==> src/design/rational_arithmetic_unit_assert.svh <==
// Assertion macros shared by the rational arithmetic unit modules.
// Each macro samples on clk and is disabled while rst_n is low.
`ifndef RATIONAL_ARITHMETIC_UNIT_ASSERT_SVH
`define RATIONAL_ARITHMETIC_UNIT_ASSERT_SVH

// Consequent must hold in the same cycle as the antecedent.
`define RAU_ASSERT_SAME(label, ante, cons, msg) \
  label: assert property (@(posedge clk) disable iff (!rst_n) (ante) |-> (cons)) \
    else $error(msg);

// Consequent must hold in the cycle after the antecedent.
`define RAU_ASSERT_NEXT(label, ante, cons, msg) \
  label: assert property (@(posedge clk) disable iff (!rst_n) (ante) |=> (cons)) \
    else $error(msg);

`endif

==> src/design/rau_pkg.sv <==
package rau_pkg;

  // Result field width
  localparam int OUT_W = 33;

  // Operation codes
  localparam logic [1:0] OP_ADD = 2'd0;
  localparam logic [1:0] OP_SUB = 2'd1;
  localparam logic [1:0] OP_MUL = 2'd2;
  localparam logic [1:0] OP_DIV = 2'd3;

  // Top-level sequencer
  typedef enum logic [3:0] {
    S_IDLE,
    S_RED_A_GO,
    S_RED_A,
    S_RED_B_GO,
    S_RED_B,
    S_MUL1,
    S_MUL2,
    S_MUL3,
    S_MUL4,
    S_RED_R_GO,
    S_RED_R,
    S_OUT
  } top_state_t;

  // Reduction sequencer
  typedef enum logic [3:0] {
    R_IDLE,
    R_SH,
    R_XO,
    R_LOOP,
    R_DN_GO,
    R_DN_WAIT,
    R_DD_GO,
    R_DD_WAIT,
    R_DONE
  } red_state_t;

  typedef struct packed {
    logic start;
  } red_ctl_t;

  typedef struct packed {
    logic done;
    logic err;
  } red_sts_t;

endpackage

==> src/design/rau_if.sv <==
interface rau_in_if #(parameter int OPERAND_WIDTH = 16);
  logic                            valid;
  logic                            ready;
  logic [1:0]                      req_type;
  logic signed [OPERAND_WIDTH-1:0] a_num;
  logic signed [OPERAND_WIDTH-1:0] a_den;
  logic signed [OPERAND_WIDTH-1:0] b_num;
  logic signed [OPERAND_WIDTH-1:0] b_den;

  modport source (output valid, req_type, a_num, a_den, b_num, b_den, input ready);
  modport sink   (input valid, req_type, a_num, a_den, b_num, b_den, output ready);
endinterface

interface rau_out_if;
  logic                            valid;
  logic                            ready;
  logic signed [rau_pkg::OUT_W-1:0] res_num;
  logic signed [rau_pkg::OUT_W-1:0] res_den;
  logic                            status;

  modport source (output valid, res_num, res_den, status, input ready);
  modport sink   (input valid, res_num, res_den, status, output ready);
endinterface

==> src/design/rau_div.sv <==
`include "rational_arithmetic_unit_assert.svh"

module rau_div #(
  parameter int RW = 33
) (
  input  logic          clk,
  input  logic          rst_n,
  input  logic          start,
  input  logic [RW-1:0] dvd,
  input  logic [RW-1:0] dvs,
  output logic          done,
  output logic [RW-1:0] quotient
);

  localparam int CW = $clog2(RW);

  logic          busy_r, busy_nxt;
  logic          done_r, done_nxt;
  logic [CW-1:0] cnt_r, cnt_nxt;
  logic [RW:0]   rem_r, rem_nxt;
  logic [RW-1:0] quo_r, quo_nxt;
  logic [RW-1:0] dvs_r, dvs_nxt;
  logic [RW:0]   trial;
  logic          ge;

  // Shift in the next dividend bit and try the divisor
  assign trial = {rem_r[RW-1:0], quo_r[RW-1]};
  assign ge    = (trial >= {1'b0, dvs_r});

  // One quotient bit per cycle, restoring
  always_comb begin
    busy_nxt = busy_r;
    done_nxt = 1'b0;
    cnt_nxt  = cnt_r;
    rem_nxt  = rem_r;
    quo_nxt  = quo_r;
    dvs_nxt  = dvs_r;
    if (start) begin
      busy_nxt = 1'b1;
      cnt_nxt  = CW'(RW - 1);
      rem_nxt  = '0;
      quo_nxt  = dvd;
      dvs_nxt  = dvs;
    end else if (busy_r) begin
      rem_nxt = ge ? (trial - {1'b0, dvs_r}) : trial;
      quo_nxt = {quo_r[RW-2:0], ge};
      if (cnt_r == '0) begin
        busy_nxt = 1'b0;
        done_nxt = 1'b1;
      end else begin
        cnt_nxt = cnt_r - 1'b1;
      end
    end
  end

  always_ff @(posedge clk) begin
    if (!rst_n) begin
      busy_r <= 1'b0;
      done_r <= 1'b0;
    end else begin
      busy_r <= busy_nxt;
      done_r <= done_nxt;
    end
  end

  always_ff @(posedge clk) begin
    cnt_r <= cnt_nxt;
    rem_r <= rem_nxt;
    quo_r <= quo_nxt;
    dvs_r <= dvs_nxt;
  end

  assign done     = done_r;
  assign quotient = quo_r;

  `RAU_ASSERT_SAME(a_div_rem_below_dvs, busy_r, rem_r < {1'b0, dvs_r}, "remainder not below divisor")
  `RAU_ASSERT_SAME(a_div_done_idle, done_r, !busy_r, "divider done while still busy")

endmodule

==> src/design/rau_reduce.sv <==
`include "rational_arithmetic_unit_assert.svh"

module rau_reduce #(
  parameter int RW = 33
) (
  input  logic                 clk,
  input  logic                 rst_n,
  input  rau_pkg::red_ctl_t    ctl,
  input  logic signed [RW-1:0] num,
  input  logic signed [RW-1:0] den,
  output rau_pkg::red_sts_t    sts,
  output logic signed [RW-1:0] q_num,
  output logic signed [RW-1:0] q_den
);

  localparam int SW = $clog2(RW);

  rau_pkg::red_state_t state_r, state_nxt;

  logic [RW-1:0] x_r, x_nxt;
  logic [RW-1:0] y_r, y_nxt;
  logic [RW-1:0] mn_r, mn_nxt;
  logic [RW-1:0] md_r, md_nxt;
  logic [RW-1:0] g_r, g_nxt;
  logic [SW-1:0] sh_r, sh_nxt;
  logic          n_neg_r, n_neg_nxt;
  logic          d_neg_r, d_neg_nxt;
  logic          err_r, err_nxt;
  logic signed [RW-1:0] q_num_r, q_num_nxt;
  logic signed [RW-1:0] q_den_r, q_den_nxt;

  logic [RW-1:0] mag_n, mag_d;
  logic          den_zero, num_zero;
  logic          div_start, div_done;
  logic [RW-1:0] div_dvd, div_quo;

  // Magnitudes of the incoming fraction
  assign mag_n    = num[RW-1] ? (~num + 1'b1) : num;
  assign mag_d    = den[RW-1] ? (~den + 1'b1) : den;
  assign den_zero = (den == '0);
  assign num_zero = (num == '0);

  // Divide both magnitudes by the gcd, one after the other
  assign div_start = (state_r == rau_pkg::R_DN_GO) || (state_r == rau_pkg::R_DD_GO);
  assign div_dvd   = (state_r == rau_pkg::R_DN_GO) ? mn_r : md_r;

  rau_div #(.RW(RW)) u_div (
    .clk      (clk),
    .rst_n    (rst_n),
    .start    (div_start),
    .dvd      (div_dvd),
    .dvs      (g_r),
    .done     (div_done),
    .quotient (div_quo)
  );

  // Next state
  always_comb begin
    state_nxt = state_r;
    case (state_r)
      rau_pkg::R_IDLE: begin
        if (ctl.start) begin
          if (den_zero || num_zero) state_nxt = rau_pkg::R_DONE;
          else                      state_nxt = rau_pkg::R_SH;
        end
      end
      rau_pkg::R_SH: begin
        if (x_r[0] || y_r[0]) state_nxt = rau_pkg::R_XO;
      end
      rau_pkg::R_XO: begin
        if (x_r[0]) state_nxt = rau_pkg::R_LOOP;
      end
      rau_pkg::R_LOOP: begin
        if (y_r == '0) state_nxt = rau_pkg::R_DN_GO;
      end
      rau_pkg::R_DN_GO:   state_nxt = rau_pkg::R_DN_WAIT;
      rau_pkg::R_DN_WAIT: begin
        if (div_done) state_nxt = rau_pkg::R_DD_GO;
      end
      rau_pkg::R_DD_GO:   state_nxt = rau_pkg::R_DD_WAIT;
      rau_pkg::R_DD_WAIT: begin
        if (div_done) state_nxt = rau_pkg::R_DONE;
      end
      rau_pkg::R_DONE:    state_nxt = rau_pkg::R_IDLE;
      default:            state_nxt = rau_pkg::R_IDLE;
    endcase
  end

  // Binary gcd datapath and signed quotients
  always_comb begin
    x_nxt     = x_r;
    y_nxt     = y_r;
    mn_nxt    = mn_r;
    md_nxt    = md_r;
    g_nxt     = g_r;
    sh_nxt    = sh_r;
    n_neg_nxt = n_neg_r;
    d_neg_nxt = d_neg_r;
    err_nxt   = err_r;
    q_num_nxt = q_num_r;
    q_den_nxt = q_den_r;
    case (state_r)
      rau_pkg::R_IDLE: begin
        if (ctl.start) begin
          n_neg_nxt = num[RW-1];
          d_neg_nxt = den[RW-1];
          x_nxt     = mag_n;
          y_nxt     = mag_d;
          mn_nxt    = mag_n;
          md_nxt    = mag_d;
          sh_nxt    = '0;
          err_nxt   = den_zero;
          // zero numerator becomes 0/1, zero denominator 0/0
          q_num_nxt = '0;
          q_den_nxt = {{(RW-1){1'b0}}, ~den_zero};
        end
      end
      rau_pkg::R_SH: begin
        if (!(x_r[0] || y_r[0])) begin
          x_nxt  = x_r >> 1;
          y_nxt  = y_r >> 1;
          sh_nxt = sh_r + 1'b1;
        end
      end
      rau_pkg::R_XO: begin
        if (!x_r[0]) x_nxt = x_r >> 1;
      end
      rau_pkg::R_LOOP: begin
        if (y_r == '0) begin
          g_nxt = x_r << sh_r;
        end else if (!y_r[0]) begin
          y_nxt = y_r >> 1;
        end else if (x_r > y_r) begin
          x_nxt = y_r;
          y_nxt = x_r - y_r;
        end else begin
          y_nxt = y_r - x_r;
        end
      end
      rau_pkg::R_DN_WAIT: begin
        if (div_done) q_num_nxt = n_neg_r ? (~div_quo + 1'b1) : div_quo;
      end
      rau_pkg::R_DD_WAIT: begin
        if (div_done) q_den_nxt = d_neg_r ? (~div_quo + 1'b1) : div_quo;
      end
      default: begin
      end
    endcase
  end

  always_ff @(posedge clk) begin
    if (!rst_n) begin
      state_r <= rau_pkg::R_IDLE;
    end else begin
      state_r <= state_nxt;
    end
  end

  always_ff @(posedge clk) begin
    x_r     <= x_nxt;
    y_r     <= y_nxt;
    mn_r    <= mn_nxt;
    md_r    <= md_nxt;
    g_r     <= g_nxt;
    sh_r    <= sh_nxt;
    n_neg_r <= n_neg_nxt;
    d_neg_r <= d_neg_nxt;
    err_r   <= err_nxt;
    q_num_r <= q_num_nxt;
    q_den_r <= q_den_nxt;
  end

  assign sts.done = (state_r == rau_pkg::R_DONE);
  assign sts.err  = err_r;
  assign q_num    = q_num_r;
  assign q_den    = q_den_r;

  `RAU_ASSERT_SAME(a_red_x_nonzero, state_r == rau_pkg::R_LOOP, x_r != '0, "gcd operand x is zero")
  `RAU_ASSERT_NEXT(a_red_done_pulse, sts.done, !sts.done, "reduction done held longer than a cycle")

endmodule

==> src/design/rational_arithmetic_unit.sv <==
// Sequence: three reductions (operand a, operand b, result), with the multiply states
// S_MUL1-S_MUL4 before the last; a zero denominator in a or b ends the request there.
// Each reduction is a binary gcd of shift/subtract steps and two restoring divisions;
// RW = 2*OPERAND_WIDTH+1 capped at 64. A zero numerator or denominator skips the gcd and
// both divisions. Throughput: one request at a time; in_ready returns as the result is
// registered. Reset clears the sequencers and the output valid flag; no clearing pass.
`include "rational_arithmetic_unit_assert.svh"

module rational_arithmetic_unit #(
  parameter int OPERAND_WIDTH = 16
) (
  input logic   clk,
  input logic   rst_n,
  rau_in_if.sink    in_if,
  rau_out_if.source out_if
);

  localparam int W  = OPERAND_WIDTH;
  localparam int RW = (2 * W + 1 > 64) ? 64 : 2 * W + 1;
  localparam int OW = rau_pkg::OUT_W;

  rau_pkg::top_state_t state_r, state_nxt;

  logic [1:0]            op_r, op_nxt;
  logic signed [W-1:0]   an_r, an_nxt;
  logic signed [W-1:0]   ad_r, ad_nxt;
  logic signed [W-1:0]   bn_r, bn_nxt;
  logic signed [W-1:0]   bd_r, bd_nxt;
  logic signed [2*W-1:0] prod_r, prod_nxt;
  logic signed [RW-1:0]  rn_r, rn_nxt;
  logic signed [RW-1:0]  rd_r, rd_nxt;
  logic                  err_r, err_nxt;

  logic                  out_valid_r, out_valid_nxt;
  logic signed [OW-1:0]  res_num_r, res_num_nxt;
  logic signed [OW-1:0]  res_den_r, res_den_nxt;
  logic                  status_r, status_nxt;

  logic                  accept, load;
  logic signed [W-1:0]   mul_a, mul_b;
  logic signed [2*W-1:0] mul_p;
  logic signed [63:0]    rn_ext, rd_ext;

  rau_pkg::red_ctl_t    red_ctl;
  rau_pkg::red_sts_t    red_sts;
  logic signed [RW-1:0] red_num, red_den;
  logic signed [RW-1:0] red_q_num, red_q_den;

  assign accept = in_if.valid && (state_r == rau_pkg::S_IDLE);
  assign load   = (state_r == rau_pkg::S_OUT) && (!out_valid_r || out_if.ready);

  // Shared reduction unit, fed operand a, operand b, then the raw result
  assign red_ctl.start = (state_r == rau_pkg::S_RED_A_GO) ||
                         (state_r == rau_pkg::S_RED_B_GO) ||
                         (state_r == rau_pkg::S_RED_R_GO);

  always_comb begin
    red_num = rn_r;
    red_den = rd_r;
    case (state_r)
      rau_pkg::S_RED_A_GO: begin
        red_num = RW'(an_r);
        red_den = RW'(ad_r);
      end
      rau_pkg::S_RED_B_GO: begin
        red_num = RW'(bn_r);
        red_den = RW'(bd_r);
      end
      default: begin
        red_num = rn_r;
        red_den = rd_r;
      end
    endcase
  end

  rau_reduce #(.RW(RW)) u_reduce (
    .clk   (clk),
    .rst_n (rst_n),
    .ctl   (red_ctl),
    .num   (red_num),
    .den   (red_den),
    .sts   (red_sts),
    .q_num (red_q_num),
    .q_den (red_q_den)
  );

  // Shared multiplier operand selection
  always_comb begin
    mul_a = an_r;
    mul_b = bd_r;
    case (state_r)
      rau_pkg::S_MUL1: begin
        mul_a = an_r;
        mul_b = (op_r == rau_pkg::OP_MUL) ? bn_r : bd_r;
      end
      rau_pkg::S_MUL2: begin
        mul_a = bn_r;
        mul_b = ad_r;
      end
      rau_pkg::S_MUL3: begin
        mul_a = ad_r;
        mul_b = (op_r == rau_pkg::OP_DIV) ? bn_r : bd_r;
      end
      default: begin
        mul_a = an_r;
        mul_b = bd_r;
      end
    endcase
  end

  assign mul_p = mul_a * mul_b;

  // Next state
  always_comb begin
    state_nxt = state_r;
    case (state_r)
      rau_pkg::S_IDLE: begin
        if (in_if.valid) state_nxt = rau_pkg::S_RED_A_GO;
      end
      rau_pkg::S_RED_A_GO: state_nxt = rau_pkg::S_RED_A;
      rau_pkg::S_RED_A: begin
        if (red_sts.done) state_nxt = red_sts.err ? rau_pkg::S_OUT : rau_pkg::S_RED_B_GO;
      end
      rau_pkg::S_RED_B_GO: state_nxt = rau_pkg::S_RED_B;
      rau_pkg::S_RED_B: begin
        if (red_sts.done) state_nxt = red_sts.err ? rau_pkg::S_OUT : rau_pkg::S_MUL1;
      end
      rau_pkg::S_MUL1:     state_nxt = rau_pkg::S_MUL2;
      rau_pkg::S_MUL2:     state_nxt = rau_pkg::S_MUL3;
      rau_pkg::S_MUL3:     state_nxt = rau_pkg::S_MUL4;
      rau_pkg::S_MUL4:     state_nxt = rau_pkg::S_RED_R_GO;
      rau_pkg::S_RED_R_GO: state_nxt = rau_pkg::S_RED_R;
      rau_pkg::S_RED_R: begin
        if (red_sts.done) state_nxt = rau_pkg::S_OUT;
      end
      rau_pkg::S_OUT: begin
        if (load) state_nxt = rau_pkg::S_IDLE;
      end
      default: state_nxt = rau_pkg::S_IDLE;
    endcase
  end

  // Datapath: capture, reduced operands, cross products
  always_comb begin
    op_nxt   = op_r;
    an_nxt   = an_r;
    ad_nxt   = ad_r;
    bn_nxt   = bn_r;
    bd_nxt   = bd_r;
    prod_nxt = prod_r;
    rn_nxt   = rn_r;
    rd_nxt   = rd_r;
    err_nxt  = err_r;
    case (state_r)
      rau_pkg::S_IDLE: begin
        if (accept) begin
          op_nxt  = in_if.req_type;
          an_nxt  = in_if.a_num;
          ad_nxt  = in_if.a_den;
          bn_nxt  = in_if.b_num;
          bd_nxt  = in_if.b_den;
          err_nxt = 1'b0;
        end
      end
      rau_pkg::S_RED_A: begin
        if (red_sts.done) begin
          an_nxt  = red_q_num[W-1:0];
          ad_nxt  = red_q_den[W-1:0];
          err_nxt = red_sts.err;
        end
      end
      rau_pkg::S_RED_B: begin
        if (red_sts.done) begin
          bn_nxt  = red_q_num[W-1:0];
          bd_nxt  = red_q_den[W-1:0];
          err_nxt = red_sts.err;
        end
      end
      rau_pkg::S_MUL1: begin
        prod_nxt = mul_p;
      end
      rau_pkg::S_MUL2: begin
        rn_nxt   = RW'(prod_r);
        prod_nxt = mul_p;
      end
      rau_pkg::S_MUL3: begin
        if (op_r == rau_pkg::OP_ADD)      rn_nxt = rn_r + RW'(prod_r);
        else if (op_r == rau_pkg::OP_SUB) rn_nxt = rn_r - RW'(prod_r);
        prod_nxt = mul_p;
      end
      rau_pkg::S_MUL4: begin
        rd_nxt = RW'(prod_r);
      end
      rau_pkg::S_RED_R: begin
        if (red_sts.done) begin
          rn_nxt  = red_q_num;
          rd_nxt  = red_q_den;
          err_nxt = red_sts.err;
        end
      end
      default: begin
      end
    endcase
  end

  // Output register: load a finished result, drop it once taken
  assign rn_ext = 64'(rn_r);
  assign rd_ext = 64'(rd_r);

  always_comb begin
    out_valid_nxt = out_valid_r;
    res_num_nxt   = res_num_r;
    res_den_nxt   = res_den_r;
    status_nxt    = status_r;
    if (load) begin
      out_valid_nxt = 1'b1;
      status_nxt    = err_r;
      res_num_nxt   = err_r ? '0 : rn_ext[OW-1:0];
      res_den_nxt   = err_r ? '0 : rd_ext[OW-1:0];
    end else if (out_if.ready) begin
      out_valid_nxt = 1'b0;
    end
  end

  always_ff @(posedge clk) begin
    if (!rst_n) begin
      state_r     <= rau_pkg::S_IDLE;
      out_valid_r <= 1'b0;
    end else begin
      state_r     <= state_nxt;
      out_valid_r <= out_valid_nxt;
    end
  end

  always_ff @(posedge clk) begin
    op_r      <= op_nxt;
    an_r      <= an_nxt;
    ad_r      <= ad_nxt;
    bn_r      <= bn_nxt;
    bd_r      <= bd_nxt;
    prod_r    <= prod_nxt;
    rn_r      <= rn_nxt;
    rd_r      <= rd_nxt;
    err_r     <= err_nxt;
    res_num_r <= res_num_nxt;
    res_den_r <= res_den_nxt;
    status_r  <= status_nxt;
  end

  assign in_if.ready    = (state_r == rau_pkg::S_IDLE);
  assign out_if.valid   = out_valid_r;
  assign out_if.res_num = res_num_r;
  assign out_if.res_den = res_den_r;
  assign out_if.status  = status_r;

  `RAU_ASSERT_SAME(a_top_err_zero, out_valid_r && status_r, (res_num_r == '0) && (res_den_r == '0), "error result carries nonzero fields")
  `RAU_ASSERT_SAME(a_top_red_done_expected, red_sts.done, (state_r == rau_pkg::S_RED_A) || (state_r == rau_pkg::S_RED_B) || (state_r == rau_pkg::S_RED_R), "reduction finished outside a wait state")

endmodule
==> src/flat_wrapper.sv <==
// flat-port wrapper written by rule: the top's interface ports become plain ports
module rational_arithmetic_unit_flat 
#(
  parameter int OPERAND_WIDTH = 16
)
  (clk, rst_n, in_if_valid, in_if_req_type, in_if_a_num, in_if_a_den, in_if_b_num, in_if_b_den, in_if_ready, out_if_valid, out_if_res_num, out_if_res_den, out_if_status, out_if_ready);
  rau_in_if #(.OPERAND_WIDTH(OPERAND_WIDTH)) in_if_i ();
  rau_out_if out_if_i ();
  input logic clk;
  input logic rst_n;
  input wire logic [$bits(in_if_i.valid)-1:0] in_if_valid;
  input wire logic [$bits(in_if_i.req_type)-1:0] in_if_req_type;
  input wire logic [$bits(in_if_i.a_num)-1:0] in_if_a_num;
  input wire logic [$bits(in_if_i.a_den)-1:0] in_if_a_den;
  input wire logic [$bits(in_if_i.b_num)-1:0] in_if_b_num;
  input wire logic [$bits(in_if_i.b_den)-1:0] in_if_b_den;
  output wire logic [$bits(in_if_i.ready)-1:0] in_if_ready;
  output wire logic [$bits(out_if_i.valid)-1:0] out_if_valid;
  output wire logic [$bits(out_if_i.res_num)-1:0] out_if_res_num;
  output wire logic [$bits(out_if_i.res_den)-1:0] out_if_res_den;
  output wire logic [$bits(out_if_i.status)-1:0] out_if_status;
  input wire logic [$bits(out_if_i.ready)-1:0] out_if_ready;
  assign in_if_i.valid = in_if_valid;
  assign in_if_i.req_type = in_if_req_type;
  assign in_if_i.a_num = in_if_a_num;
  assign in_if_i.a_den = in_if_a_den;
  assign in_if_i.b_num = in_if_b_num;
  assign in_if_i.b_den = in_if_b_den;
  assign in_if_ready = in_if_i.ready;
  assign out_if_valid = out_if_i.valid;
  assign out_if_res_num = out_if_i.res_num;
  assign out_if_res_den = out_if_i.res_den;
  assign out_if_status = out_if_i.status;
  assign out_if_i.ready = out_if_ready;
  rational_arithmetic_unit #(.OPERAND_WIDTH(OPERAND_WIDTH)) u_core (.clk(clk), .rst_n(rst_n), .in_if(in_if_i), .out_if(out_if_i));
endmodule
==> config.mk <==
export PLATFORM = sky130hd
export DESIGN_NAME = rational_arithmetic_unit_flat
export DESIGN_NICKNAME = d
export VERILOG_FILES = /design/src/design/rau_pkg.sv /design/src/design/rau_if.sv /design/src/design/rau_div.sv /design/src/design/rau_reduce.sv /design/src/design/rational_arithmetic_unit.sv /design/src/flat_wrapper.sv
export VERILOG_INCLUDE_DIRS = /design/src /design/src/design
export SDC_FILE = /design/constraint.sdc
export NUM_CORES = 2
export LEC_CHECK = 0
export BUFFER_PORTS_ARGS = -buffer_cell sky130_fd_sc_hd__clkbuf_2
export CORE_MARGIN = 2
export CORE_UTILIZATION = 65
export CTS_CLUSTER_SIZE = 10
export DETAILED_ROUTE_END_ITERATION = 10
export PLACE_DENSITY = 0.81
export SLEW_MARGIN = 30
export SYNTH_ARGS = -nofsm -noshare
export SYNTH_HDL_FRONTEND = slang
export SYNTH_SLANG_ARGS = --single-unit
export TNS_END_PERCENT = 5
==> constraint.sdc <==
create_clock -name clk -period 14.85 [get_ports clk]
set_input_delay 2.97 -clock clk [delete_from_list [all_inputs] [get_ports clk]]
set_output_delay 2.97 -clock clk [all_outputs]
set_load 0.02 [all_outputs]
==> impl_metrics.py <==
metrics = {
    "critical_path": {
        "critPathMaxStageDelay_ns": 0.74,
        "critPathLaunchType": "flip-flop",
        "r2r_end": "u_core.prod_r[31]",
        "rrSetupSlack_ns": 5.87,
        "crit_buf_inv": 5,
        "reg2reg_from": "u_core.state_r[2]",
        "arrival_ns": 9.34,
        "cp_slowest_cell": "dfxtp_1",
        "r2r_cells": 27,
        "crit_path_max_fanout": 37,
        "cp.required_ns": 15.21,
        "cp-end-kind": "flip-flop",
        "crit_path_frequent_cell": "fa_1",
        "crit_type": "flip-flop to flip-flop",
        "crit_family": "adder cells",
    },
    "die": {
        "start_util_pct": 65.4,
        "core_area_um2": 71200,
        "num_rows": 98,
        "dieWidth_um": 272,
        "die-area_um2": 73900,
        "pin_count": 139,
        "die-height_um": 272,
    },
    "sta": {
        "max_freq_mhz": 111,
        "hold_viol": 0,
        "timing.hold.ws_ns": 0.403,
        "period_share_pct": 60.5,
        "fin_skew_ns": 0.0267,
        "fin_tns_setup_ns": 0,
        "rsz0062_at_grt": "no",
        "finalCriticalPeriod_ns": 8.98,
        "tightest_slew_ns": 1.02,
        "report.final.slew_viol_count": 0,
        "finalSetupViolCount": 0,
        "relSlewSlack_pct": 31.7,
    },
    "clock_tree": {
        "cts_max_level": 3,
        "cts_hold_buffers": 0,
        "clk_path_buf_depth": 3,
        "cts_inserted_buffers": 72,
        "clock_sinks": 588,
        "cts_tree": "yes",
        "insertion_delay_ns": 0.62,
        "clk_pin_slew_ns": 0.06,
        "cts_setup_buffers": 0,
        "cts_resized": 0,
        "cts-root-buf": "clkbuf_16",
    },
    "layout": {
        "fin_nets": 5470,
        "instances_no_fill": 5904,
        "final_cell_mix": "edfxtp_1, nor2_1, nand2_1, inv_1, a21oi_1",
        "syn_to_final_growth_pct": 8.10,
        "final_common_cell": "edfxtp_1",
        "drive_gt1_share_pct": 9.33,
    },
    "yosys": {
        "ys_seq_area_share_pct": 36.8,
        "syn_inst": 4871,
        "synth_area_per_cell_um2": 9.57,
        "ys.flop_type": "edfxtp_1",
        "synth_top_area_share_pct": 34.7,
        "ys_types": 99,
        "synth_area_um2": 46600,
        "ys_ff_latch": 588,
        "synth_nets": 5427,
        "synth_edf_count": 538,
        "yosysTopAreaCell": "edfxtp_1",
        "yosys_warnings": 0,
        "netlist_top_cells_area": "edfxtp_1, fa_1, ha_1, nor2_1, nand2_1",
        "postSynth.asyncResetShare_pct": 0,
    },
    "min_path": {
        "worstHoldEndpoint": "u_core.u_reduce.u_div.dvs_r[4]",
        "whs_path_depth": 0,
        "hp-class": "flip-flop to flip-flop",
        "hp-start": "u_core.u_reduce.g_r[4]",
    },
    "grt": {
        "overflow": 0,
        "grt_max_degree": 74,
        "grt_pass1_wl_mm": 221,
        "grt_pass1_vias": 36600,
        "antenna_found_initial": 3,
        "gr-usage-all-layers_pct": 39.4,
    },
    "routing": {
        "vias_per_cell": 6.53,
        "wl_per_cell_um": 24.8,
        "detail-route-antenna-nets": 0,
        "vias": 38600,
        "initialDrtViolationCount": 5537,
        "drcViolationCount": 0,
        "routed_wl_mm": 147,
        "drt_pass1_iterations": 6,
    },
    "place": {
        "place.gp.congestion": 1.05,
        "dp_hpwl_mm": 112,
        "portBuffers": 138,
        "placed_cells": 5789,
    },
    "status": {
        "status": "complete, no violations",
    },
    "flow_run": {
        "drv_cap": 0,
    },
}
==> how the worst max path moves through the flow <==
stage,startpoint,to,slack (ns),depth (start not counted)
after global placement,u_core.state_r[0],u_core.prod_r[31],6.04,25
after global routing,u_core.state_r[2],u_core.prod_r[31],5.49,27
after CTS,u_core.state_r[2],u_core.prod_r[31],6.06,27
final,u_core.state_r[2],u_core.prod_r[31],5.87,27
after detailed placement,u_core.state_r[2],u_core.prod_r[31],6.10,27
after floorplan,u_core.state_r[1],u_core.prod_r[31],6.18,31
==> cell usage after synthesis (8+ instances only) <==
cell type,count
a21oi_1,317
mux4_2,20
a21o_1,62
nand2_1,522
mux2i_1,136
xor2_1,143
and2_1,16
a22oi_1,55
xnor2_1,121
inv_1,465
o21a_1,39
a22o_1,10
a221oi_1,19
or2_2,17
buf_2,14
nand2b_1,39
nor3b_1,16
buf_1,26
o21ai_1,25
o221ai_1,10
or3_1,36
nor2b_1,110
a21boi_0,9
o21ai_0,246
fa_1,266
nor2_1,540
nor4_1,26
a221o_1,16
nor3_1,70
a211oi_1,22
o211ai_1,17
ha_1,220
edfxtp_1,538
clkbuf_1,187
and3_1,20
nand4_1,30
dfxtp_1,50
o31ai_1,37
a31oi_1,32
o21bai_1,26
a32oi_1,8
mux2_2,82
nand3_1,55
==> logic make-up after synthesis <==
logic type	share of synthesized area, %
adders and majority gates	17.3
DFF	36.8
xor gates and xnor gates	4.96
AOI/OAI and AO/OA	14.3
and+or+nand+nor	14.9
muxes	5.95
buffers and inverters	5.77
==> state kept, by name, indices dropped and copies added, names as in the netlist, 16 cells and up <==
name / cells
u_core.rn_r: 33
u_core.bd_r: 16
u_core.rd_r: 33
u_core.prod_r: 32
u_core.out_if.res_num: 33
u_core.out_if.res_den: 33
u_core.u_reduce.u_div.dvs_r: 33
u_core.u_reduce.y_r: 33
u_core.u_reduce.q_den: 33
u_core.an_r: 16
u_core.u_reduce.q_num: 33
u_core.u_reduce.md_r: 33
u_core.bn_r: 16
u_core.u_reduce.g_r: 33
u_core.ad_r: 16
u_core.u_reduce.u_div.quotient: 33
u_core.u_reduce.x_r: 33
u_core.u_reduce.u_div.rem_r: 33
u_core.u_reduce.mn_r: 33
==> cell type report <==
type | count | area [um^2]
clock buffer | 99 | 1940
fill | 5351 | 20900
antenna | 1 | 2.50
sequential | 588 | 17200
clock inverter | 14 | 178
timing repair buffer | 203 | 1240
tap | 950 | 1190
inverter | 470 | 1770
multi-input combinational | 3579 | 26900
==> layer usage <==
layer / track usage (%) / share of wire (%) / wire length (um)
met5: 0 / 0.018 / 27
met4: 20.0 / 6.0 / 8840
met3: 10.5 / 14 / 20200
met2: 57.2 / 42 / 62200
met1: 54.8 / 38 / 55400
==> metrics by stage <==
stage | utilization (%) | instance area (um^2) | setup WS, ns
2_1_floorplan | - | 46600 | 6.18
3_3_place_gp | 67.6 | 48200 | 6.04
3_5_place_dp | 67.7 | 48200 | 6.10
4_1_cts | 70.7 | 50400 | 6.06
5_1_grt | 70.7 | 50400 | 5.49
6_report | 70.7 | 50400 | 5.87
Power is not shown: default switching activity piles up to over one toggle a cycle in this logic, so the estimate is an artifact.
